## src/ddo_pkg.sv

```systemverilog
// Shared types, constants and helper functions of the differential-drive odometry block.
package ddo_pkg;

  localparam int MD_W        = 64;   // operand width of the multiply/divide unit
  localparam int PROD_W      = 2 * MD_W;
  localparam int COR_W       = 34;   // CORDIC x/y/z register width
  localparam int ANG_W       = 32;   // internal angle, 2^32 = one turn
  localparam int TRAVEL_W    = 48;   // wheel travel, 2^-24 m
  localparam int SD_W        = TRAVEL_W + 1;
  localparam int STEP_W      = 42;   // clamped position step
  localparam int ATAN_IDX_W  = 5;
  localparam int CFG_IDX_W   = 3;
  localparam int CFG_DATA_W  = 32;
  localparam int Q_DEPTH     = 2;
  localparam int Q_PTR_W     = $clog2(Q_DEPTH);

  localparam logic [CFG_IDX_W-1:0] CFG_MODE_EXACT   = 3'd0;
  localparam logic [CFG_IDX_W-1:0] CFG_LEFT_LEN     = 3'd1;
  localparam logic [CFG_IDX_W-1:0] CFG_RIGHT_LEN    = 3'd2;
  localparam logic [CFG_IDX_W-1:0] CFG_WHEEL_BASE   = 3'd3;
  localparam logic [CFG_IDX_W-1:0] CFG_START_X      = 3'd4;
  localparam logic [CFG_IDX_W-1:0] CFG_START_Y      = 3'd5;
  localparam logic [CFG_IDX_W-1:0] CFG_START_HEADING = 3'd6;

  localparam logic [1:0] FAULT_OK            = 2'd0;
  localparam logic [1:0] FAULT_ZERO_INTERVAL = 2'd1;
  localparam logic [1:0] FAULT_SATURATED     = 2'd2;

  localparam logic [MD_W-1:0]         INV_TWO_PI_Q32 = 64'd683565276;
  localparam logic signed [COR_W-1:0] CORDIC_START   = 34'sd652032875;
  localparam logic [23:0]             WHEEL_BASE_RST = 24'd65536;

  typedef enum logic {MD_MUL, MD_DIV} md_op_t;

  typedef struct packed {
    logic                    start;
    md_op_t                  op;
    logic signed [MD_W-1:0]  a;
    logic signed [MD_W-1:0]  b;
  } md_req_t;

  typedef struct packed {
    logic                     done;
    logic signed [PROD_W-1:0] value;
  } md_res_t;

  typedef struct packed {
    logic             start;
    logic [ANG_W-1:0] angle;
  } cor_req_t;

  typedef struct packed {
    logic                    done;
    logic signed [COR_W-1:0] cos_v;
    logic signed [COR_W-1:0] sin_v;
  } cor_res_t;

  typedef struct packed {
    logic               restart;
    logic               zero_fault;
    logic signed [15:0] left_ticks;
    logic signed [15:0] right_ticks;
  } cmd_t;

  typedef struct packed {
    logic               mode_exact;
    logic [31:0]        left_tick_length;
    logic [31:0]        right_tick_length;
    logic [23:0]        wheel_base;
    logic signed [31:0] start_x;
    logic signed [31:0] start_y;
    logic [15:0]        start_heading;
  } cfg_t;

  // arctangent of 2^-i in 2^-32 turns
  function automatic logic [ANG_W-1:0] atan_turn(input logic [ATAN_IDX_W-1:0] idx);
    logic [ANG_W-1:0] v;
    unique case (idx)
      5'd0:  v = 32'd536870912;
      5'd1:  v = 32'd316933406;
      5'd2:  v = 32'd167458907;
      5'd3:  v = 32'd85004756;
      5'd4:  v = 32'd42667331;
      5'd5:  v = 32'd21354465;
      5'd6:  v = 32'd10679838;
      5'd7:  v = 32'd5340245;
      5'd8:  v = 32'd2670163;
      5'd9:  v = 32'd1335087;
      5'd10: v = 32'd667544;
      5'd11: v = 32'd333772;
      5'd12: v = 32'd166886;
      5'd13: v = 32'd83443;
      5'd14: v = 32'd41722;
      5'd15: v = 32'd20861;
      5'd16: v = 32'd10430;
      5'd17: v = 32'd5215;
      5'd18: v = 32'd2608;
      5'd19: v = 32'd1304;
      5'd20: v = 32'd652;
      5'd21: v = 32'd326;
      5'd22: v = 32'd163;
      5'd23: v = 32'd81;
      default: v = '0;
    endcase
    return v;
  endfunction

  // limit a position step to +-2^40
  function automatic logic signed [STEP_W-1:0] clamp_step(input logic signed [PROD_W-1:0] v);
    logic signed [STEP_W-1:0] r;
    if (v > 128'sh100_0000_0000) begin
      r = 42'sh100_0000_0000;
    end else if (v < -128'sh100_0000_0000) begin
      r = -42'sh100_0000_0000;
    end else begin
      r = v[STEP_W-1:0];
    end
    return r;
  endfunction

endpackage

```

## src/ddo_queue.sv

```systemverilog
// Two-entry command queue between intake and the pose engine.
module ddo_queue import ddo_pkg::*; (
  input  logic clk,
  input  logic rst_n,
  input  logic push,
  input  cmd_t push_cmd,
  output logic full,
  input  logic pop,
  output logic q_valid,
  output cmd_t q_cmd
);

  cmd_t                 mem_r [Q_DEPTH];
  logic [Q_PTR_W-1:0]   wr_ptr_r;
  logic [Q_PTR_W-1:0]   rd_ptr_r;
  logic [Q_PTR_W:0]     count_r;

  assign full    = (count_r == (Q_PTR_W + 1)'(Q_DEPTH));
  assign q_valid = (count_r != '0);
  assign q_cmd   = mem_r[rd_ptr_r];

  always_ff @(posedge clk) begin
    if (!rst_n) begin
      wr_ptr_r <= '0;
      rd_ptr_r <= '0;
      count_r  <= '0;
    end else begin
      if (push) begin
        mem_r[wr_ptr_r] <= push_cmd;
        wr_ptr_r        <= wr_ptr_r + 1'b1;
      end
      if (pop) begin
        rd_ptr_r <= rd_ptr_r + 1'b1;
      end
      priority if (push && !pop) begin
        count_r <= count_r + 1'b1;
      end else if (pop && !push) begin
        count_r <= count_r - 1'b1;
      end else begin
        count_r <= count_r;
      end
    end
  end

  a_no_push_full: assert property (@(posedge clk) disable iff (!rst_n) push |-> !full)
    else $error("queue written while full");
  a_no_pop_empty: assert property (@(posedge clk) disable iff (!rst_n) pop |-> q_valid)
    else $error("queue read while empty");

endmodule

```

## config.mk

```make
export PLATFORM = sky130hd
export DESIGN_NAME = ddo_queue
export DESIGN_NICKNAME = d
export VERILOG_FILES = /design/src/ddo_pkg.sv /design/src/ddo_queue.sv
export SDC_FILE = /design/constraint.sdc
export NUM_CORES = 1
export LEC_CHECK = 0
export BUFFER_PORTS_ARGS = -buffer_cell sky130_fd_sc_hd__buf_4
export CAP_MARGIN = 10
export CORE_MARGIN = 3
export CORE_UTILIZATION = 40
export CTS_CLUSTER_DIAMETER = 150
export DETAILED_ROUTE_END_ITERATION = 6
export PLACE_DENSITY = 0.61
export SLEW_MARGIN = 20
export SYNTH_ARGS = -nofsm -noshare
export SYNTH_HDL_FRONTEND = slang
export SYNTH_SLANG_ARGS = --single-unit
export TNS_END_PERCENT = 1
```

## constraint.sdc

```tcl
create_clock -name clk -period 3.45 [get_ports clk]
set_clock_uncertainty 0.2 [all_clocks]
set_input_delay 0.69 -clock clk [delete_from_list [all_inputs] [get_ports clk]]
set_output_delay 0.69 -clock clk [all_outputs]
set_load 0.03 [all_outputs]
```

Yosys cells after proc, flatten, opt, wreduce, memory -nomap -nowiden
Memories as Yosys holds them, arrays and structs flattened. A register that Yosys moved wholly into a read port is not among the register bits.
Index checks and enable logic that the tools add are counted.
{ "classes": {"add_sub_neg": 4, "mul": 0, "div_mod_pow": 0, "n_lt_le_gt_ge": 0, "eq_ne": 1, "n_shift": 0, "n_mux": 7, "bitwise": 0, "n_reduce_logical": 6} }
{ "ops": {"columns": ["cell", "count"], "rows": [
  ["2-to-1 mux 1 bit", 5],
  ["2-to-1 mux 2 bit", 2],
  ["nonzero test 2 bit", 2],
  ["adder 1 bit, second input constant", 2],
  ["adder 2 x 1 -> 2 bit, second input constant", 1],
  ["== test 2 bit, second input constant", 1],
  ["logical AND 1 bit", 2],
  ["logical NOT 1 bit", 2],
  ["subtractor 2 x 1 -> 2 bit, second input constant", 1]
]} }
{ "totals": {"reg_bits": 4, "latch_bits": 0, "ram_bits": 68, "rom_bits": 0, "in_bits": 38, "wordCells": 22, "n_memories": 1} }
{ "mem_list": {"columns": ["name", "depth", "width", "rd", "rd_ports_with_merged_regs", "wr", "line", "source"], "rows": [
  ["mem_r", 2, 34, 1, 1, 1, "ddo_queue.sv:13", "cmd_t mem_r [Q_DEPTH];"]
]} }

Depth between registers and ports, before layout
Gate-level depths: netlist of the first run.
{ "logic_depth": {"depth_word": 4, "ltp_mapped": 5, "mapped_depth_nobuf": 5} }

Least setup slack after synthesis of the first run
Ideal clock, no wire load.
{ "synth_timing": {"path_kind": "input to register", "start": "in rst_n", "end": "mem mem_r[0][0] (netlist bit), enable pin", "arrival_time_ns": 2.183, "required_ns": 2.824, "path_slack_ns": 0.642, "path_stages": 2, "path_buffers": 0, "cell_sequence": "nand2_1 nor2_1"} }
{ "synth_between": {"elab_chain_len": 2} }
{ "synth_rtl": {"columns": ["element", "line", "source"], "rows": [
  ["start: declaration", "ddo_queue.sv:4", "input logic rst_n,"],
  ["2-to-1 mux 1 bit", "ddo_queue.sv:23", "if (!rst_n) begin"],
  ["2-to-1 mux 1 bit (implied by the code)", "ddo_queue.sv:29", "mem_r[wr_ptr_r] <= push_cmd;"],
  ["end: declaration", "ddo_queue.sv:13", null]
]} }
No other way between the ends.

==> metrics.csv, run 1 <==
stage,metric,value,unit
power_and_ir_drop,vdd_drop_max,0.000208,V
drt,drt-initial-drc-count,63,
cts,clock_insertion_delay_worst_skew,0.32,ns
drt,post-route-drc-count,0,
job,max_cap_check_violation_count,0,
final_layout,num_antenna_cells,0,
cts,clk_pin_slew,0.07,ns
global_route,grt_antenna_before_repair,0,
setup_path,critPathKind,reg -> out,
power_and_ir_drop,power.density_cell_area,527,nW/µm²
die,floorplan.rows,29,
logic_synthesis,ys.flop_type,sky130_fd_sc_hd__edfxtp_1,
cts,postCtsSetupRepairBufs,0,
logic_synthesis,synth_area,2680,µm²
cts,cts-buffers-inserted,9,
final_layout,mostFrequentLayoutCell,sky130_fd_sc_hd__buf_4,
timing,timing.final.setup_violations,0,
drt,via_count,1373,
timing,hold_viol_final,0,
logic_synthesis,synthArstFlopShare,0,
final_layout,syn2layout_area_growth,29.8,%
drt,firstDrtPassIters,3,
status,run_status,"finished, final reports clean",
cts,quantity_of_hold_fixing_buffers_added_after_cts,0,
cts,cts_root_buffer,sky130_fd_sc_hd__clkbuf_8,
setup_path,timing.critical_path.from_type,flop,
logic_synthesis,mappedNetlistNets,168,
timing,finalSetupTns,0,ns
timing,period_minus_slack,2.38,ns
cts,cts_tree,done,
timing,period_share,0.689,
logic_synthesis,synthesis.yosys.warnings,0,
logic_synthesis,ys_types,18,
global_route,pin_count_of_the_biggest_net_entering_global_routing,35,
final_layout,most-common-layout-cells,"sky130_fd_sc_hd__buf_4 (76), sky130_fd_sc_hd__edfxtp_1 (68), sky130_fd_sc_hd__mux2_2 (34)",
global_route,grt.overflow.total,0,
die,design.portCount,74,
die,initial_util,0.417,
final_layout,n_fill_cell,545,
final_layout,share_of_post_route_cells_with_drive_strength_above_1,0.583,
cts,clock_tree.htree_level_count,3,
logic_synthesis,yosysTopAreaCellShare,0.763,
logic_synthesis,ys_seq_area_frac,0.800,
setup_path,worstPathRequired,2.56,ns
final_layout,final_core_util,0.541,
timing,slew_headroom,0.349,
timing,worst-slew-pin-transition,0.973,ns
drt,drt.antenna.violating_nets,0,
drt,routed_via_density,4.69,
placement,finalWeightedCongestion,0.664,
logic_synthesis,average_instance_area_after_synthesis,20.7,µm²
logic_synthesis,post_synth_edffs,68,
drt,route.final.wire_length,4.65,mm
die,coreArea,6420,µm²
global_route,wire_length_of_the_first_global_routing_pass,7.32,mm
global_route,track_usage,0.130,
logic_synthesis,synth_cells,129,
drt,wl_per_cell,15.9,µm
logic_synthesis,ys_seq_elements,73,
die,die_area,7710,µm²
min_path,timing.hold.worst.class,reg -> reg,
power_and_ir_drop,total_leakage_power,1.31,nW
timing,maxClockFrequency,0.421,GHz
global_route,grt_pass1_vias,1532,
die,die_width,87.8,µm
timing,timing.final.max_slew_violations,0,
placement,dpl.hpwl,3.25,mm
logic_synthesis,synthTopCellsByArea,"sky130_fd_sc_hd__edfxtp_1 (76%), sky130_fd_sc_hd__mux2_2 (14%), sky130_fd_sc_hd__dfxtp_1 (3.7%), sky130_fd_sc_hd__xor2_1 (0.98%), sky130_fd_sc_hd__and2_1 (0.94%)",
cts,clock_path_buffers,2,
setup_path,path_max_fanout,18,
setup_path,end_kind,primary output,
setup_path,arrival,1.49,ns
placement,port-buffer-count,73,
cts,post_cts.resized_instances,0,
logic_synthesis,netlist.top_cell.by_area,sky130_fd_sc_hd__edfxtp_1,
die,vertical_extent_of_the_die,87.8,µm
final_layout,final_nets,251,
timing,grt_setup_unrepaired,no,
cts,cts_num_sinks,73,
==> cells in the mapped netlist, types with 3 or more instances <==
cell / number
sky130_fd_sc_hd__edfxtp_1: 68
sky130_fd_sc_hd__dfxtp_1: 5
sky130_fd_sc_hd__mux2_2: 34
sky130_fd_sc_hd__xor2_1: 3
sky130_fd_sc_hd__buf_4: 3
sky130_fd_sc_hd__and2_1: 4
==> path summary, 6_finish.rpt <==
check,cells past startpoint,to,slack (ns),from
max,3,q_cmd[15],1.07,flop
min,2,count_r[1],0.33,count_r[1]
max reg2reg,1,mem_r[0][0],1.72,wr_ptr_r
min reg2reg,2,count_r[1],0.33,count_r[1]
==> critical path, cell delays in order (launching register included) <==
cell                      delay (ns)
sky130_fd_sc_hd__dfxtp_1        0.34
sky130_fd_sc_hd__buf_4          0.26
sky130_fd_sc_hd__mux2_2         0.38
sky130_fd_sc_hd__buf_4          0.17
==> layout make-up <==
cell class / count / area, µm² / share of cell area
Sequential cell: 73 / 2140 / 0.616
Timing Repair Buffer: 76 / 571 / 0.164
Multi-Input combinational cell: 51 / 510 / 0.147
Clock buffer: 10 / 128 / 0.0367
Tap cell: 77 / 96.3 / 0.0277
Clock inverter: 5 / 23.8 / 0.00684
Inverter: 1 / 3.75 / 0.00108
==> per-layer routing <==
layer,GRT usage,vias up,wire length [µm]
li1,-,662,-
met1,0.149,674,1860
met2,0.221,35,2530
met3,0.0367,2,240
met4,0.0711,0,23
met5,0,-,0
==> flip-flops by register name (all words and copies together), names as in the netlist, named ones only <==
name and flops:
mem_r 68, count_r 2, rd_ptr_r 1, wr_ptr_r 1
==> kinds of logic after synthesis <==
kind of cell	synth area share
AO/OA/AOI/OAI	0.00467
AND/OR/NAND/NOR	0.0224
XOR/XNOR	0.0131
buffers and inverters	0.0117
adder cells (fa/ha/maj)	0.00467
flip-flops	0.800
multiplexers	0.143
==> report_power, final <==
| group | leakage (nW) | internal, mW | total [mW] | switching [mW] |
|---|---|---|---|---|
| Sequential | 0.666 | 1.01 | 1.02 | 0.0131 |
| Combinational | 0.563 | 0.129 | 0.287 | 0.158 |
| Clock | 0.0831 | 0.249 | 0.520 | 0.271 |
| Total | 1.31 | 1.39 | 1.83 | 0.442 |
==> stage by stage <==
stage	total power, mW	area [µm²]	setup WS (ns)	instances	hold slack, ns
finish	1.83	3470	1.07	293	0.330
global route	1.91	3470	0.986	293	0.322
CTS	1.86	3470	1.04	293	0.326
detailed placement	1.34	3320	1.18	278	0.323
global placement	1.33	3320	1.21	278	0.272
floorplan	1.21	2680	0.642	129	0.261
(Power assumes the default switching activity.)
==> run 2: changes to the inputs <==
Settings changed: ABC_AREA set to 1, PLACE_DENSITY 0.61 to 0.63.
Clock period 3.45 ns to 2.13 ns, I/O delays scaled along.
==> metrics.csv, run 2 <==
stage,metric,value,unit
status,run_status,"finished, final reports clean",
placement,port-buffer-count,73,
timing,timing.final.max_slew_violations,0,
drt,firstDrtPassIters,4,
setup_path,regToRegEndpoint,mem_r[0][3],
min_path,hold_path_startpoint,push_cmd[30],
drt,route.final.wire_length,4.87,mm
timing,grt_setup_unrepaired,no,
setup_path,worstRegToRegCells,4,
setup_path,end_kind,primary output,
logic_synthesis,netlist.top_cell.by_area,sky130_fd_sc_hd__edfxtp_1,
final_layout,num_antenna_cells,0,
drt,drt.antenna.violating_nets,0,
drt,post-route-drc-count,0,
logic_synthesis,dominant_cell_by_count_in_the_synthesized_netlist,sky130_fd_sc_hd__edfxtp_1,
setup_path,timing.critical_path.from_type,flop,
placement,dpl.hpwl,3.32,mm
setup_path,arrival,1.45,ns
cts,cts_num_sinks,73,
drt,via_count,1451,
setup_path,path_max_fanout,11,
drt,drt-initial-drc-count,93,
setup_path,crit_path_top_delay_cell,sky130_fd_sc_hd__dfxtp_4,
setup_path,r2r_setup_slack,0.73,ns
cts,cts_tree,done,
timing,fin_ws,0.0525,ns
logic_synthesis,mappedNetlistNets,179,
power_and_ir_drop,total_power,3.28,mW
power_and_ir_drop,total_leakage_power,1.52,nW
final_layout,final_nets,268,
global_route,pin_count_of_the_biggest_net_entering_global_routing,21,
setup_path,max_stage_delay,0.42,ns
logic_synthesis,synth_cells,140,
die,coreArea,6830,µm²
final_layout,most-common-layout-cells,"sky130_fd_sc_hd__buf_4 (79), sky130_fd_sc_hd__edfxtp_1 (68), sky130_fd_sc_hd__mux2_4 (30)",
placement,finalWeightedCongestion,0.658,
global_route,grt_pass1_vias,1535,
die,vertical_extent_of_the_die,90.3,µm
die,die_width,90.3,µm
timing,worst-slew-pin-transition,0.259,ns
setup_path,worstPathBufferInverterCount,2,
cts,clock_path_buffers,2,
min_path,timing.hold.worst.class,in -> reg,
logic_synthesis,ys_seq_elements,73,
final_layout,most_flop_heavy_register,mem_r,
final_layout,number_of_flip_flops_under_the_largest_register_name,68,
logic_synthesis,yosysTopAreaCellShare,0.719,
drt,routed_via_density,4.40,
timing,hold_viol_final,0,
logic_synthesis,synthTopCellsByArea,"sky130_fd_sc_hd__edfxtp_1 (72%), sky130_fd_sc_hd__mux2_4 (16%), sky130_fd_sc_hd__dfxtp_1 (3.5%), sky130_fd_sc_hd__buf_12 (2.1%), sky130_fd_sc_hd__mux2_2 (1.6%)",
timing,period_share,0.975,
logic_synthesis,ys_types,16,
drt,wl_per_cell,14.8,µm
timing,finalSetupTns,0,ns
die,initial_util,0.416,
logic_synthesis,ys_seq_area_frac,0.754,
setup_path,reg2reg_from,wr_ptr_r,
cts,cts-buffers-inserted,9,
timing,maxClockFrequency,0.481,GHz
setup_path,critPathKind,reg -> out,
die,floorplan.rows,30,
logic_synthesis,post_synth_edffs,68,
cts,clock_insertion_delay_worst_skew,0.33,ns
cts,quantity_of_hold_fixing_buffers_added_after_cts,0,
min_path,whs_path_depth,1,
final_layout,share_of_post_route_cells_with_drive_strength_above_1,0.568,
final_layout,mostFrequentLayoutCell,sky130_fd_sc_hd__buf_4,
final_layout,syn2layout_area_growth,33.1,%
power_and_ir_drop,vdd_drop_max,0.000500,V
setup_path,path_delay_family,flip-flops,
timing,timing.final.setup_violations,0,
final_layout,largest_registers_in_the_final_layout,"mem_r: 68 flops, count_r: 2 flops",
cts,clock_tree.htree_level_count,3,
logic_synthesis,average_instance_area_after_synthesis,20.3,µm²
global_route,track_usage,0.124,
placement,place_ws,0.383,ns
logic_synthesis,synth_area,2840,µm²
global_route,grt_antenna_before_repair,0,
cts,clk_pin_slew,0.07,ns
setup_path,cp_cell_sequence,"buf_12, mux2_2, buf_4",
timing,slew_headroom,0.827,
die,die_area,8150,µm²
timing,period_minus_slack,2.08,ns
setup_path,worstPathRequired,1.50,ns
job,max_cap_check_violation_count,0,
global_route,grt.overflow.total,0,
power_and_ir_drop,power.density_cell_area,868,nW/µm²
logic_synthesis,synthArstFlopShare,0,
global_route,wire_length_of_the_first_global_routing_pass,7.62,mm
logic_synthesis,ys.flop_type,sky130_fd_sc_hd__edfxtp_1,
die,design.portCount,74,
logic_synthesis,synthesis.yosys.warnings,0,
logic_synthesis,top_cell_types_by_occurrence_after_synthesis,"sky130_fd_sc_hd__edfxtp_1 (68), sky130_fd_sc_hd__mux2_4 (30), sky130_fd_sc_hd__inv_1 (9)",
min_path,worstHoldEndpoint,mem_r[1][30],
cts,cts_root_buffer,sky130_fd_sc_hd__clkbuf_8,
run 2: final cells by class:
type                       instances  area, µm²
tap                               96        120
clock buffer                      10        128
fill                             588       3050
inverter                           9       33.8
clock inverter                     6       82.6
timing repair buffer              82        658
sequential                        73       2150
multi-input combinational         54        612
run 2: power by group:
part | internal [mW] | total [mW] | switching [mW] | leakage, nW
sequential | 1.63 | 1.65 | 0.0204 | 0.667
combinational | 0.249 | 0.510 | 0.262 | 0.742
clock | 0.654 | 1.12 | 0.471 | 0.108
total | 2.53 | 3.28 | 0.753 | 1.52
run 2: repair_timing:
item                                    CTS  global route
setup buffers                             0             2
resized for setup                         0             1
endpoints found under the setup margin    0            21
endpoints found under the hold margin     0             0
run 2: stage by stage:
stage	cells	cell area (µm²)	hold slack, ns	utilization
detailed placement	311	3530	0.264	0.516
CTS	327	3740	0.0538	0.547
global placement	311	3530	0.251	0.516
floorplan	140	2850	0.243	-
global route	330	3780	0.0504	0.553
finish	330	3780	0.0729	0.553
run 2: cells by family (layout without fill, tap and decap cells):
group / Yosys count / after routing / synth area share
fa+ha+maj: 1 / 1 / 0.00440
flops: 73 / 73 / 0.754
simple gates: 15 / 15 / 0.0216
xor+xnor: 1 / 1 / 0.00308
compound gates: 3 / 3 / 0.00528
mux: 34 / 34 / 0.174
buf+inv: 13 / 107 / 0.0370
run 2: worst max path at each step:
| stage | start | cells past startpoint | to | slack [ns] |
|---|---|---|---|---|
| finish | flop | 3 | q_cmd[19] | 0.05 |
| global route | flop | 3 | q_cmd[19] | 0.008 |
| CTS | flop | 3 | q_cmd[22] | 0.005 |
| detailed placement | flop | 3 | q_cmd[22] | 0.38 |
| global placement | flop | 3 | q_cmd[24] | 0.39 |
| floorplan | push | 2 | mem_r[1][0] | -0.34 |
run 2: layer usage:
metal  global-route usage  share of wire
met1                0.148           0.43
met2                0.200           0.50
met3               0.0475          0.056
met4               0.0574          0.012
met5                    0              0
