**config.mk**
```make
export PLATFORM = sky130hd
export DESIGN_NAME = ddo_back_flat
export DESIGN_NICKNAME = d
export VERILOG_FILES = /design/src/ddo_pkg.sv /design/src/ddo_if.sv /design/src/ddo_back.sv /design/src/flat_wrapper.sv
export SDC_FILE = /design/constraint.sdc
export NUM_CORES = 2
export LEC_CHECK = 0
export CAP_MARGIN = 20
export CELL_PAD_IN_SITES_DETAIL_PLACEMENT = 0
export CELL_PAD_IN_SITES_GLOBAL_PLACEMENT = 1
export CORE_AREA = 5 5 276 332
export DETAILED_ROUTE_END_ITERATION = 8
export DIE_AREA = 0 0 281 337
export DONT_BUFFER_PORTS = 1
export GPL_TIMING_DRIVEN = 0
export PLACE_DENSITY = 0.81
export SETUP_SLACK_MARGIN = 0.1
export SKIP_LAST_GASP = 1
export SLEW_MARGIN = 5
export SYNTH_ARGS = -nofsm -noshare
export SYNTH_HDL_FRONTEND = slang
export SYNTH_SLANG_ARGS = --single-unit
```
**constraint.sdc**
```tcl
create_clock -name clk -period 12.6 [get_ports clk]
set_input_delay 1.26 -clock clk [delete_from_list [all_inputs] [get_ports clk]]
set_output_delay 1.26 -clock clk [all_outputs]
set_load 0.01 [all_outputs]
```
**src/ddo_pkg.sv**
```systemverilog
// Shared types, constants and helper functions of the differential-drive odometry block.
package ddo_pkg;

  localparam int MD_W        = 64;   // operand width of the multiply/divide unit
  localparam int PROD_W      = 2 * MD_W;
  localparam int COR_W       = 34;   // CORDIC x/y/z register width
  localparam int ANG_W       = 32;   // internal angle, 2^32 = one turn
  localparam int TRAVEL_W    = 48;   // wheel travel, 2^-24 m
  localparam int SD_W        = TRAVEL_W + 1;
  localparam int STEP_W      = 42;   // clamped position step
  localparam int ATAN_IDX_W  = 5;
  localparam int CFG_IDX_W   = 3;
  localparam int CFG_DATA_W  = 32;
  localparam int Q_DEPTH     = 2;
  localparam int Q_PTR_W     = $clog2(Q_DEPTH);

  localparam logic [CFG_IDX_W-1:0] CFG_MODE_EXACT   = 3'd0;
  localparam logic [CFG_IDX_W-1:0] CFG_LEFT_LEN     = 3'd1;
  localparam logic [CFG_IDX_W-1:0] CFG_RIGHT_LEN    = 3'd2;
  localparam logic [CFG_IDX_W-1:0] CFG_WHEEL_BASE   = 3'd3;
  localparam logic [CFG_IDX_W-1:0] CFG_START_X      = 3'd4;
  localparam logic [CFG_IDX_W-1:0] CFG_START_Y      = 3'd5;
  localparam logic [CFG_IDX_W-1:0] CFG_START_HEADING = 3'd6;

  localparam logic [1:0] FAULT_OK            = 2'd0;
  localparam logic [1:0] FAULT_ZERO_INTERVAL = 2'd1;
  localparam logic [1:0] FAULT_SATURATED     = 2'd2;

  localparam logic [MD_W-1:0]         INV_TWO_PI_Q32 = 64'd683565276;
  localparam logic signed [COR_W-1:0] CORDIC_START   = 34'sd652032875;
  localparam logic [23:0]             WHEEL_BASE_RST = 24'd65536;

  typedef enum logic {MD_MUL, MD_DIV} md_op_t;

  typedef struct packed {
    logic                    start;
    md_op_t                  op;
    logic signed [MD_W-1:0]  a;
    logic signed [MD_W-1:0]  b;
  } md_req_t;

  typedef struct packed {
    logic                     done;
    logic signed [PROD_W-1:0] value;
  } md_res_t;

  typedef struct packed {
    logic             start;
    logic [ANG_W-1:0] angle;
  } cor_req_t;

  typedef struct packed {
    logic                    done;
    logic signed [COR_W-1:0] cos_v;
    logic signed [COR_W-1:0] sin_v;
  } cor_res_t;

  typedef struct packed {
    logic               restart;
    logic               zero_fault;
    logic signed [15:0] left_ticks;
    logic signed [15:0] right_ticks;
  } cmd_t;

  typedef struct packed {
    logic               mode_exact;
    logic [31:0]        left_tick_length;
    logic [31:0]        right_tick_length;
    logic [23:0]        wheel_base;
    logic signed [31:0] start_x;
    logic signed [31:0] start_y;
    logic [15:0]        start_heading;
  } cfg_t;

  // arctangent of 2^-i in 2^-32 turns
  function automatic logic [ANG_W-1:0] atan_turn(input logic [ATAN_IDX_W-1:0] idx);
    logic [ANG_W-1:0] v;
    unique case (idx)
      5'd0:  v = 32'd536870912;
      5'd1:  v = 32'd316933406;
      5'd2:  v = 32'd167458907;
      5'd3:  v = 32'd85004756;
      5'd4:  v = 32'd42667331;
      5'd5:  v = 32'd21354465;
      5'd6:  v = 32'd10679838;
      5'd7:  v = 32'd5340245;
      5'd8:  v = 32'd2670163;
      5'd9:  v = 32'd1335087;
      5'd10: v = 32'd667544;
      5'd11: v = 32'd333772;
      5'd12: v = 32'd166886;
      5'd13: v = 32'd83443;
      5'd14: v = 32'd41722;
      5'd15: v = 32'd20861;
      5'd16: v = 32'd10430;
      5'd17: v = 32'd5215;
      5'd18: v = 32'd2608;
      5'd19: v = 32'd1304;
      5'd20: v = 32'd652;
      5'd21: v = 32'd326;
      5'd22: v = 32'd163;
      5'd23: v = 32'd81;
      default: v = '0;
    endcase
    return v;
  endfunction

  // limit a position step to +-2^40
  function automatic logic signed [STEP_W-1:0] clamp_step(input logic signed [PROD_W-1:0] v);
    logic signed [STEP_W-1:0] r;
    if (v > 128'sh100_0000_0000) begin
      r = 42'sh100_0000_0000;
    end else if (v < -128'sh100_0000_0000) begin
      r = -42'sh100_0000_0000;
    end else begin
      r = v[STEP_W-1:0];
    end
    return r;
  endfunction

endpackage

```
**src/ddo_if.sv**
```systemverilog


interface ddo_out_if;
  logic               valid;
  logic               ready;
  logic signed [31:0] pose_x;
  logic signed [31:0] pose_y;
  logic [15:0]        pose_heading;
  logic [1:0]         fault;

  modport source (output valid, pose_x, pose_y, pose_heading, fault, input ready);
  modport sink   (input valid, pose_x, pose_y, pose_heading, fault, output ready);
endinterface

```
**src/ddo_back.sv**
```systemverilog
// Pose engine: sequences the arithmetic units, holds the pose and the result register.
module ddo_back import ddo_pkg::*; (
  input  logic     clk,
  input  logic     rst_n,
  input  cfg_t     cfg,
  input  logic     q_valid,
  input  cmd_t     q_cmd,
  output logic     q_pop,
  output md_req_t  md_req,
  input  md_res_t  md_res,
  output cor_req_t cor_req,
  input  cor_res_t cor_res,
  ddo_out_if.source out_ch
);

  typedef enum logic [4:0] {
    S_IDLE, S_MUL_L, S_MUL_R, S_DIV_A, S_MUL_F, S_COR0, S_STR_DX, S_STR_DY,
    S_COR1, S_MUL_NX, S_DIV_G, S_MUL_DX, S_MUL_NY, S_DIV_H, S_MUL_DY, S_UPD, S_OUT
  } state_t;

  state_t                     state_r;
  md_req_t                    md_req_r;
  cor_req_t                   cor_req_r;
  logic signed [31:0]         px_r, py_r;
  logic [15:0]                hd_r;
  logic signed [15:0]         rt_r;
  logic signed [TRAVEL_W-1:0] l_r;
  logic signed [SD_W-1:0]     s_r, d_r;
  logic [ANG_W-1:0]           th1_r;
  logic signed [COR_W-1:0]    c0_r, s0_r, c1_r;
  logic signed [STEP_W-1:0]   dx_r, dy_r;
  logic [1:0]                 fault_r;
  logic                       ov_r;
  logic signed [31:0]         ox_r, oy_r;
  logic [15:0]                oh_r;
  logic [1:0]                 of_r;

  logic signed [PROD_W-1:0]   prod;
  logic [MD_W-1:0]            base64, s64, d64;
  logic [TRAVEL_W-1:0]        r48;
  logic [SD_W-1:0]            sum_s, diff_d;
  logic [TRAVEL_W-1:0]        fsum;
  logic [ANG_W-1:0]           th1;
  logic [ANG_W-1:0]           th_round;
  logic [COR_W:0]             dsin, dcos;
  logic signed [STEP_W-1:0]   step31, step39;
  logic signed [42:0]         sx, sy;
  logic signed [31:0]         nx, ny;
  logic                       sat;

  always_comb begin
    prod     = md_res.value;
    base64   = (cfg.wheel_base == '0) ? 64'd1 : {40'b0, cfg.wheel_base};
    s64      = {{(MD_W-SD_W){s_r[SD_W-1]}}, s_r};
    d64      = {{(MD_W-SD_W){d_r[SD_W-1]}}, d_r};
    r48      = prod[TRAVEL_W-1:0];
    sum_s    = {l_r[TRAVEL_W-1], l_r} + {r48[TRAVEL_W-1], r48};
    diff_d   = {r48[TRAVEL_W-1], r48} - {l_r[TRAVEL_W-1], l_r};
    fsum     = prod[TRAVEL_W-1:0] + 48'h8000;
    th1      = {hd_r, 16'b0} + fsum[TRAVEL_W-1:16];
    th_round = th1_r + 32'h8000;
    dsin     = {cor_res.sin_v[COR_W-1], cor_res.sin_v} - {s0_r[COR_W-1], s0_r};
    dcos     = {c1_r[COR_W-1], c1_r} - {c0_r[COR_W-1], c0_r};
    step31   = clamp_step(prod >>> 31);
    step39   = clamp_step(prod >>> 39);
    sx       = {{11{px_r[31]}}, px_r} + {dx_r[STEP_W-1], dx_r};
    sy       = {{11{py_r[31]}}, py_r} + {dy_r[STEP_W-1], dy_r};
    sat      = 1'b0;
    if (sx > 43'sd2147483647) begin
      nx  = 32'sh7FFF_FFFF;
      sat = 1'b1;
    end else if (sx < -43'sd2147483648) begin
      nx  = 32'sh8000_0000;
      sat = 1'b1;
    end else begin
      nx  = sx[31:0];
    end
    if (sy > 43'sd2147483647) begin
      ny  = 32'sh7FFF_FFFF;
      sat = 1'b1;
    end else if (sy < -43'sd2147483648) begin
      ny  = 32'sh8000_0000;
      sat = 1'b1;
    end else begin
      ny  = sy[31:0];
    end
  end

  assign q_pop   = (state_r == S_IDLE) && q_valid;
  assign md_req  = md_req_r;
  assign cor_req = cor_req_r;

  assign out_ch.valid        = ov_r;
  assign out_ch.pose_x       = ox_r;
  assign out_ch.pose_y       = oy_r;
  assign out_ch.pose_heading = oh_r;
  assign out_ch.fault        = of_r;

  // Start strobes are set when a unit is launched and dropped on the first
  // wait cycle of the state that follows.
  always_ff @(posedge clk) begin
    if (!rst_n) begin
      state_r         <= S_IDLE;
      md_req_r.start  <= 1'b0;
      cor_req_r.start <= 1'b0;
      ov_r            <= 1'b0;
      px_r            <= '0;
      py_r            <= '0;
      hd_r            <= '0;
    end else begin
      if (ov_r && out_ch.ready && state_r != S_OUT) begin
        ov_r <= 1'b0;
      end
      unique case (state_r)
        S_IDLE: begin
          if (q_valid) begin
            if (q_cmd.restart) begin
              px_r <= cfg.start_x;
              py_r <= cfg.start_y;
              hd_r <= cfg.start_heading;
            end
            rt_r <= q_cmd.right_ticks;
            if (q_cmd.zero_fault) begin
              fault_r <= FAULT_ZERO_INTERVAL;
              state_r <= S_OUT;
            end else begin
              md_req_r <= '{start: 1'b1, op: MD_MUL,
                            a: {{48{q_cmd.left_ticks[15]}}, q_cmd.left_ticks},
                            b: {32'b0, cfg.left_tick_length}};
              state_r  <= S_MUL_L;
            end
          end
        end
        S_MUL_L: begin
          if (md_res.done) begin
            l_r      <= prod[TRAVEL_W-1:0];
            md_req_r <= '{start: 1'b1, op: MD_MUL, a: {{48{rt_r[15]}}, rt_r},
                          b: {32'b0, cfg.right_tick_length}};
            state_r  <= S_MUL_R;
          end else begin
            md_req_r.start <= 1'b0;
          end
        end
        S_MUL_R: begin
          if (md_res.done) begin
            s_r      <= sum_s;
            d_r      <= diff_d;
            // heading delta numerator is D * 256
            md_req_r <= '{start: 1'b1, op: MD_DIV,
                          a: {{(MD_W-SD_W-8){diff_d[SD_W-1]}}, diff_d, 8'b0}, b: base64};
            state_r  <= S_DIV_A;
          end else begin
            md_req_r.start <= 1'b0;
          end
        end
        S_DIV_A: begin
          if (md_res.done) begin
            md_req_r <= '{start: 1'b1, op: MD_MUL, a: prod[MD_W-1:0], b: INV_TWO_PI_Q32};
            state_r  <= S_MUL_F;
          end else begin
            md_req_r.start <= 1'b0;
          end
        end
        S_MUL_F: begin
          if (md_res.done) begin
            th1_r     <= th1;
            cor_req_r <= '{start: 1'b1, angle: {hd_r, 16'b0}};
            state_r   <= S_COR0;
          end else begin
            md_req_r.start <= 1'b0;
          end
        end
        S_COR0: begin
          if (cor_res.done) begin
            c0_r <= cor_res.cos_v;
            s0_r <= cor_res.sin_v;
            if (!cfg.mode_exact || d_r == '0) begin
              md_req_r <= '{start: 1'b1, op: MD_MUL, a: s64,
                            b: {{(MD_W-COR_W){cor_res.cos_v[COR_W-1]}}, cor_res.cos_v}};
              state_r  <= S_STR_DX;
            end else begin
              cor_req_r <= '{start: 1'b1, angle: th1_r};
              state_r   <= S_COR1;
            end
          end else begin
            cor_req_r.start <= 1'b0;
          end
        end
        S_STR_DX: begin
          if (md_res.done) begin
            dx_r     <= step39;
            md_req_r <= '{start: 1'b1, op: MD_MUL, a: s64,
                          b: {{(MD_W-COR_W){s0_r[COR_W-1]}}, s0_r}};
            state_r  <= S_STR_DY;
          end else begin
            md_req_r.start <= 1'b0;
          end
        end
        S_STR_DY: begin
          if (md_res.done) begin
            dy_r    <= step39;
            state_r <= S_UPD;
          end else begin
            md_req_r.start <= 1'b0;
          end
        end
        S_COR1: begin
          if (cor_res.done) begin
            c1_r     <= cor_res.cos_v;
            md_req_r <= '{start: 1'b1, op: MD_MUL, a: base64,
                          b: {{(MD_W-COR_W-1){dsin[COR_W]}}, dsin}};
            state_r  <= S_MUL_NX;
          end else begin
            cor_req_r.start <= 1'b0;
          end
        end
        S_MUL_NX: begin
          if (md_res.done) begin
            md_req_r <= '{start: 1'b1, op: MD_DIV, a: prod[MD_W-1:0], b: d64};
            state_r  <= S_DIV_G;
          end else begin
            md_req_r.start <= 1'b0;
          end
        end
        S_DIV_G: begin
          if (md_res.done) begin
            md_req_r <= '{start: 1'b1, op: MD_MUL, a: s64, b: prod[MD_W-1:0]};
            state_r  <= S_MUL_DX;
          end else begin
            md_req_r.start <= 1'b0;
          end
        end
        S_MUL_DX: begin
          if (md_res.done) begin
            dx_r     <= step31;
            md_req_r <= '{start: 1'b1, op: MD_MUL, a: base64,
                          b: {{(MD_W-COR_W-1){dcos[COR_W]}}, dcos}};
            state_r  <= S_MUL_NY;
          end else begin
            md_req_r.start <= 1'b0;
          end
        end
        S_MUL_NY: begin
          if (md_res.done) begin
            md_req_r <= '{start: 1'b1, op: MD_DIV, a: prod[MD_W-1:0], b: d64};
            state_r  <= S_DIV_H;
          end else begin
            md_req_r.start <= 1'b0;
          end
        end
        S_DIV_H: begin
          if (md_res.done) begin
            md_req_r <= '{start: 1'b1, op: MD_MUL, a: s64, b: prod[MD_W-1:0]};
            state_r  <= S_MUL_DY;
          end else begin
            md_req_r.start <= 1'b0;
          end
        end
        S_MUL_DY: begin
          if (md_res.done) begin
            dy_r    <= -step31;
            state_r <= S_UPD;
          end else begin
            md_req_r.start <= 1'b0;
          end
        end
        S_UPD: begin
          px_r    <= nx;
          py_r    <= ny;
          hd_r    <= th_round[ANG_W-1:16];
          fault_r <= sat ? FAULT_SATURATED : FAULT_OK;
          state_r <= S_OUT;
        end
        S_OUT: begin
          if (!ov_r || out_ch.ready) begin
            ov_r    <= 1'b1;
            ox_r    <= px_r;
            oy_r    <= py_r;
            oh_r    <= hd_r;
            of_r    <= fault_r;
            state_r <= S_IDLE;
          end
        end
        default: state_r <= S_IDLE;
      endcase
    end
  end

  a_result_loaded: assert property (@(posedge clk) disable iff (!rst_n)
    (state_r == S_OUT && (!ov_r || out_ch.ready)) |=> (ov_r && state_r == S_IDLE))
    else $error("finished pose not moved to the result register");

endmodule

```
**src/flat_wrapper.sv**
```systemverilog
// flat-port wrapper written by rule: the top's interface ports become plain ports
module ddo_back_flat import ddo_pkg::*;
  (clk, rst_n, cfg, q_valid, q_cmd, q_pop, md_req, md_res, cor_req, cor_res, out_ch_valid, out_ch_pose_x, out_ch_pose_y, out_ch_pose_heading, out_ch_fault, out_ch_ready);
  ddo_out_if out_ch_i ();
  input  logic clk;
  input  logic rst_n;
  input  cfg_t cfg;
  input  logic q_valid;
  input  cmd_t q_cmd;
  output logic q_pop;
  output md_req_t md_req;
  input  md_res_t md_res;
  output cor_req_t cor_req;
  input  cor_res_t cor_res;
  output wire logic [$bits(out_ch_i.valid)-1:0] out_ch_valid;
  output wire logic [$bits(out_ch_i.pose_x)-1:0] out_ch_pose_x;
  output wire logic [$bits(out_ch_i.pose_y)-1:0] out_ch_pose_y;
  output wire logic [$bits(out_ch_i.pose_heading)-1:0] out_ch_pose_heading;
  output wire logic [$bits(out_ch_i.fault)-1:0] out_ch_fault;
  input wire logic [$bits(out_ch_i.ready)-1:0] out_ch_ready;
  assign out_ch_valid = out_ch_i.valid;
  assign out_ch_pose_x = out_ch_i.pose_x;
  assign out_ch_pose_y = out_ch_i.pose_y;
  assign out_ch_pose_heading = out_ch_i.pose_heading;
  assign out_ch_fault = out_ch_i.fault;
  assign out_ch_i.ready = out_ch_ready;
  ddo_back u_core (.clk(clk), .rst_n(rst_n), .cfg(cfg), .q_valid(q_valid), .q_cmd(q_cmd), .q_pop(q_pop), .md_req(md_req), .md_res(md_res), .cor_req(cor_req), .cor_res(cor_res), .out_ch(out_ch_i));
endmodule
```
# Word level (Yosys, flattened, before mapping)
# Index checks and enable logic that the tools add are counted.
[word_totals]
reg_bits = 713
in_bits = 405
output_inout_bits = 247
wordCells = 201
[classes]
add_sub_neg = 10
order_cmp = 8
n_eq_ne = 44
n_mux = 75
reduce_logical = 38
[ops]
columns = ["op", "count"]
rows = [
  ["$pmux W129 S10", 1],
  ["$mux W129", 7],
  ["$mux W130", 5],
  ["$mux W42", 7],
  ["$mux W32", 9],
  ["$pmux W32 S2", 3],
  ["$pmux W42 S2", 2],
  ["$gt A97 B42 Y1 const B", 1],
  ["$lt A97 B41 Y1 const B", 1],
  ["$gt A89 B42 Y1 const B", 1],
  ["$lt A89 B41 Y1 const B", 1],
  ["$add A32 B42 Y43", 2],
  ["$gt A43 B32 Y1 const B", 2],
  ["$lt A43 B32 Y1 const B", 2],
  ["$mux W5", 16],
  ["$pmux W5 S16", 1],
  ["$sub A34 B34 Y35", 2],
  ["$mux W33", 2],
  ["$add A48 B48 Y49", 1],
  ["$logic_not A49 Y1", 1],
  ["$sub A48 B48 Y49", 1],
  ["$add A48 B16 Y48 const B", 1],
  ["$ne A2 B2 Y1 const B", 21],
  ["$neg A42 Y42", 1],
  ["37 further kinds", 84],
]

# Logic depth before layout (Yosys ltp)
[logic_depth]
word_depth = 8
ltp_mapped = 22

# Worst setup path after synthesis
# Ideal clock, no wire load.
[synth_path]
kind = "input to register"
start = "in rst_n"
end = "reg u_core.md_req_r (netlist bit u_core.md_req[0]), enable pin"
arrival_ns = 10.592
required_ns = 11.825
setup_slack_ns = 1.233
cell_stages = 4
path_buffers = 2
cell_sequence = "clkbuf_1 -> clkbuf_1 -> o221ai_1 -> nor3_1"
[synth_between]
elab_chain_len = 1
[synth_lines]
columns = ["item", "line_no", "text"]
rows = [
  ["start, declared", "flat_wrapper.sv:6", "input logic rst_n;"],
  ["$reduce_and A14 Y1 (no line)", "-", ""],
  ["end signal, assigned", "ddo_back.sv:127", "md_req_r <= '{start: 1'b1, op: MD_MUL,"],
  ["end signal, assigned", "ddo_back.sv:137", "md_req_r <= '{start: 1'b1, op: MD_MUL, a: {{48{rt_r[15]}}, rt_r},"],
  ["end signal, assigned", "ddo_back.sv:149", "md_req_r <= '{start: 1'b1, op: MD_DIV,"],
  ["end, declared", "ddo_back.sv:22", "md_req_t md_req_r;"],
]
# Every way passes these cells.
# A chain may end at the register's enable or synchronous reset.

# Worst setup path after layout
[layout_path]
start = "in md_res[31] (netlist bit)"
end = "reg u_core.dy_r[40] (data pin)"
[layout_between]
elab_chain_len = 6
[layout_lines]
columns = ["item", "line_no", "text"]
rows = [
  ["start, declared", "flat_wrapper.sv:12", "input md_res_t md_res;"],
  ["$lt A97 B41 Y1", "ddo_pkg.sv:113", "end else if (v < -128'sh100_0000_0000) begin"],
  ["$mux W42", "ddo_pkg.sv:113", ""],
  ["$mux W42 *", "ddo_pkg.sv:111", "if (v > 128'sh100_0000_0000) begin"],
  ["$neg A42 Y42 *", "ddo_back.sv:261", "dy_r <= -step31;"],
  ["$mux W42 *", "ddo_back.sv:260", "if (md_res.done) begin"],
  ["$pmux W42 S2 *", "ddo_back.sv:114", "unique case (state_r)"],
  ["end signal, assigned", "ddo_back.sv:201", "dy_r <= step39;"],
  ["end signal, assigned", "ddo_back.sv:261", ""],
  ["end, declared", "ddo_back.sv:31", "logic signed [STEP_W-1:0] dx_r, dy_r;"],
]
# Mark *: on every way between the ends. The rest lies on a longest branch, timed or not. The select of a mux whose other input is x is not followed.

==> results.txt <==
The worst register-to-register path begins at u_core.py_r[0]. The share of cells above drive strength 1 is about 5.0%. The share of the core filled with cells in the final layout came out at between 50% and 60%. The first detailed-routing pass ran for 8 iterations. The total of fill cells in the finished design is 8,071. The chip height came out at approximately 340 um.

The via count of the routed design is around 38,000. The area share of the leading cell type in the synthesized netlist came out at around 43%. Global routing finished with a remaining overflow of 0.

The clock-pin transition on the worst setup and hold timing paths is 0.07 ns. The pin count of the biggest net entering global routing is around 50. In the final routed layout, each cell accounts on average for 31.2 um. Including well taps, the total number of placed cells is 5,686.

Final hold analysis gives a worst-case slack of 0.428 ns. The post-synthesis net count came out at ~5,200. The run finished with clean final reports. The post-DP HPWL is 145,000 um. After clock tree synthesis, the repair step resized 0 gates. The cell count after synthesis came out at between 4,000 and 5,000. The share of synthesized area occupied by flip-flops and latches is a little under half. The max capacitance violation total is 0. The reg-to-reg setup timing slack came out at 7.36 ns. The worst setup path is captured at a register.

The final layout contains ~5,300 nets. Setup repair after global routing left no endpoint under its margin. Global routing used between 30% and 40% of the available tracks across all layers. The clock tree from TritonCTS is done. The number of levels in the clock H-tree is 3. In the post-synthesis netlist, the biggest area contributors are sky130_fd_sc_hd__edfxtp_1 (43%), sky130_fd_sc_hd__ha_1 (7.6%), sky130_fd_sc_hd__nand2_1 (5.4%). Summing all multi-input logic gate instances after layout gives between 20,000 and 25,000 um2. The number of rows in the core area is 120. The number of flops mapped to enable cells by yosys came out at about 620.

The synthesized design spends more area on one cell type than any other, namely sky130_fd_sc_hd__edfxtp_1. The number of antenna violations at the first check in global routing is 27. The netlist area before placement is between 40,000 and 50,000 um2.

The remaining antenna violation count is 0. The DRC marker count from the first detailed-route iteration came out at a little over 4,000. The leading cell type by number of instances after synthesis is sky130_fd_sc_hd__nand2_1. The upper clock frequency limit came out at 164 MHz. The total wire length is 183,000 um. Yosys mapped the design onto between 80 and 90 distinct sky130hd cell types. The region available for standard cell placement spans ~90,000 um2. In this run, flip-flops and latches consume about 45% of the power. The worst hold path terminates at u_core.out_ch.fault[1]. The root buffer selected by CTS is sky130_fd_sc_hd__clkbuf_16. The post-route cell area came out at 48,400 um2. The max-slew violation count came out at 0. The combinational group share of total power came out at about a fifth. The final routed DRC violation total is 0. The number of buffers added to fix hold violations after cts came out at 0. The post-route clock period utilization came out at between 40% and 50%. For this run, the leading register cell type out of synthesis is sky130_fd_sc_hd__edfxtp_1. The insertion delay to the later sink of the worst-skew pair is around 0.66 ns. The number of buffers created by CTS came out at a little under 80. After detailed placement, the total cell area comes to ~46,000 um2.

The die area is 94,700 um2. The internal power of the cells totals 0.00451 W. Ranked by instance count, the synthesized netlist is headed by sky130_fd_sc_hd__nand2_1 (625), sky130_fd_sc_hd__edfxtp_1 (624), sky130_fd_sc_hd__a21oi_1 (379). The leakage power came out at between 15 and 20 nW. The final hold violation count is 0.

The share of total power in the clock network is a little over a third. The worst register-to-register path ends at u_core.py_r[10]. In this run the mean area of a mapped cell was 9.74 um2. The largest fanout on the critical path came out at 10. The number of primary I/O pins is 652.

In this run the most critical hold path is launched from u_core.fault_r[1]. The worst setup path is launched from an input port. Once the clock tree was built, the setup fixing pass inserted 0 buffers. Counting cells, the worst reg-to-reg path comes to 16. The worst max-slew margin expressed relative to the limit came out at roughly 14%. The data arrival time of the critical path is roughly 6.5 ns. The number of warnings reported in the yosys synthesis log came out at 0. The number of port buffers came out at 0. Clock skew on the completed layout was measured at 0.0264 ns.

The width of the chip came out at 281 um. The final critical-path required period came out at 6.10 ns. The longest clock path from root to sink contains 3 buffers.

In the routed layout, each cell is associated on average with a via count of ~6.5. At the end of routability-driven placement, the weighted congestion stood at ~1. The initial standard-cell utilization of the core came out at a little under 50%. In this run the worst hold path is classified as reg -> reg. The number of cells traversed by the worst hold path is 0.

The clock net in this run drives a total of roughly 700 sinks. The setup path with the least slack is of type in -> reg. The area growth from synthesis to layout is 10.6%. The power density over cell area is ~140 nW/um2. For the pin with the worst max-slew slack, the measured transition is 1.28 ns. The critical path data required time came out at 13.01 ns.

The total setup violations reported at the end of the flow is 0. The fraction of registers with async set/reset is 0%. The count of non-filler cells in the finished layout came out at just under 6,000. The register area came out at approximately 20,000 um2. The global-route wire length before repair is approximately 250,000 um.

The number of global-route vias before repair came to approximately 37,000. The switching component of the power is around 0.0020 W. The switching power as a share of total power came out at between 30% and 40%. The maximum vdd ir drop came out at 0.000142 V. The number of storage elements in the synthesis netlist came out at 712.
-- how the worst max path moves through the flow --
| stage | start | end | cells past startpoint |
|---|---|---|---|
| CTS | md_res[33] | u_core.dy_r[40] | 22 |
| finish | md_res[31] | u_core.dy_r[40] | 22 |
| detailed placement | md_res[33] | u_core.dy_r[40] | 22 |
| global route | md_res[33] | u_core.dy_r[40] | 22 |
| floorplan | rst_n | u_core.md_req[0] | 4 |
| global placement | rst_n | u_core.md_req[68] | 4 |
-- cell families (layout without fill, tap and decap cells) --
logic type,Yosys count,in the layout,share of synthesized area (%)
xor+xnor,296,296,5.93
simple gates,1503,1503,15.9
fa+ha+maj,273,273,7.93
mux,8,8,0.189
flops,712,712,46.9
other cells,0,31,0
buf+inv,480,664,4.20
compound gates,1218,1218,18.9
-- per-stage QoR --
step                      worst slack [ns]  setup TNS, ns  total power, W
after global placement               -5.72        -736.09         0.00423
final                                 6.50              0         0.00656
after detailed placement              5.96              0         0.00421
after CTS                             6.64              0         0.00653
after floorplan                       1.23              0         0.00372
after global routing                  6.33              0         0.00673
-- placed cells by master, fill, tap and decap left out, types with 59 or more instances in the layout --
cell type / n
sky130_fd_sc_hd__a21o_1: 102
sky130_fd_sc_hd__ha_1: 266
sky130_fd_sc_hd__o21ai_0: 132
sky130_fd_sc_hd__and3_1: 61
sky130_fd_sc_hd__edfxtp_1: 624
sky130_fd_sc_hd__clkbuf_1: 218
sky130_fd_sc_hd__nand3_1: 192
sky130_fd_sc_hd__a22o_1: 62
sky130_fd_sc_hd__dfxtp_1: 88
sky130_fd_sc_hd__o21bai_1: 59
sky130_fd_sc_hd__clkbuf_16: 80
sky130_fd_sc_hd__nand2_1: 625
sky130_fd_sc_hd__xnor2_1: 203
sky130_fd_sc_hd__inv_1: 238
sky130_fd_sc_hd__xor2_1: 93
sky130_fd_sc_hd__a21oi_1: 379
sky130_fd_sc_hd__nor2_1: 271
-- metal layers --
metal | global-route usage (%) | routed length [um] | up-vias
met5 | 0 | 45 | -
met4 | 23.6 | 13900 | 8
met3 | 10.3 | 17900 | 571
met2 | 64.4 | 90100 | 2096
met1 | 38.9 | 60900 | 18300
li1 | - | - | 16900
-- state kept, by name, summed over array words and instances (netlist names), 5 cells and up --
name and cells:
u_core.md_req 130, u_core.s_r 49, u_core.d_r 48, u_core.l_r 48, u_core.dx_r 42, u_core.dy_r 42, u_core.c0_r 34, u_core.c1_r 34
u_core.s0_r 34, u_core.cor_req 33, u_core.out_ch.pose_x 32, u_core.out_ch.pose_y 32, u_core.px_r 32, u_core.py_r 32, u_core.th1_r 32, u_core.hd_r 16
u_core.out_ch.pose_heading 16, u_core.rt_r 16, u_core.state_r 5
-- critical path, cell delays in order --
cell and delay (ns):
sky130_fd_sc_hd__clkbuf_1 0.40, sky130_fd_sc_hd__nor3_2 0.30, sky130_fd_sc_hd__nand2_1 0.16, sky130_fd_sc_hd__nor4_2 0.24
sky130_fd_sc_hd__nand2_1 0.17, sky130_fd_sc_hd__nor2_1 0.28, sky130_fd_sc_hd__nand3_1 0.31, sky130_fd_sc_hd__or4_1 0.57
sky130_fd_sc_hd__o21a_1 0.22, sky130_fd_sc_hd__o32ai_1 0.32, sky130_fd_sc_hd__clkbuf_1 0.47, sky130_fd_sc_hd__nand2_1 0.12
sky130_fd_sc_hd__ha_1 0.27, sky130_fd_sc_hd__nand3_1 0.24, sky130_fd_sc_hd__nor2_1 0.07, sky130_fd_sc_hd__nand2_1 0.19
sky130_fd_sc_hd__or3_1 0.24, sky130_fd_sc_hd__nor2_1 0.07, sky130_fd_sc_hd__o21a_1 0.19, sky130_fd_sc_hd__o21ai_1 0.13
sky130_fd_sc_hd__mux2i_1 0.10, sky130_fd_sc_hd__a21o_1 0.18
-- final cells by class --
type	count	area share, %
multi-input combinational	3298	44.3
sequential	712	42.4
antenna	31	0.160
timing repair buffer	39	1.06
inverter	238	1.85
clock buffer	101	4.36
clock inverter	44	0.887
buffer	242	1.95
tap	1159	3.00
-- power by group through the flow --
stage / registers [W] / logic, W / clock network, W
after detailed placement: 0.00298 / 0.00124 / 0
final: 0.00293 / 0.00127 / 0.00235
after global routing: 0.00294 / 0.00134 / 0.00245
after floorplan: 0.00296 / 0.000764 / 0
after global placement: 0.00303 / 0.00120 / 0
after CTS: 0.00293 / 0.00124 / 0.00236
No activity file was read; power rests on OpenSTA's default activity.
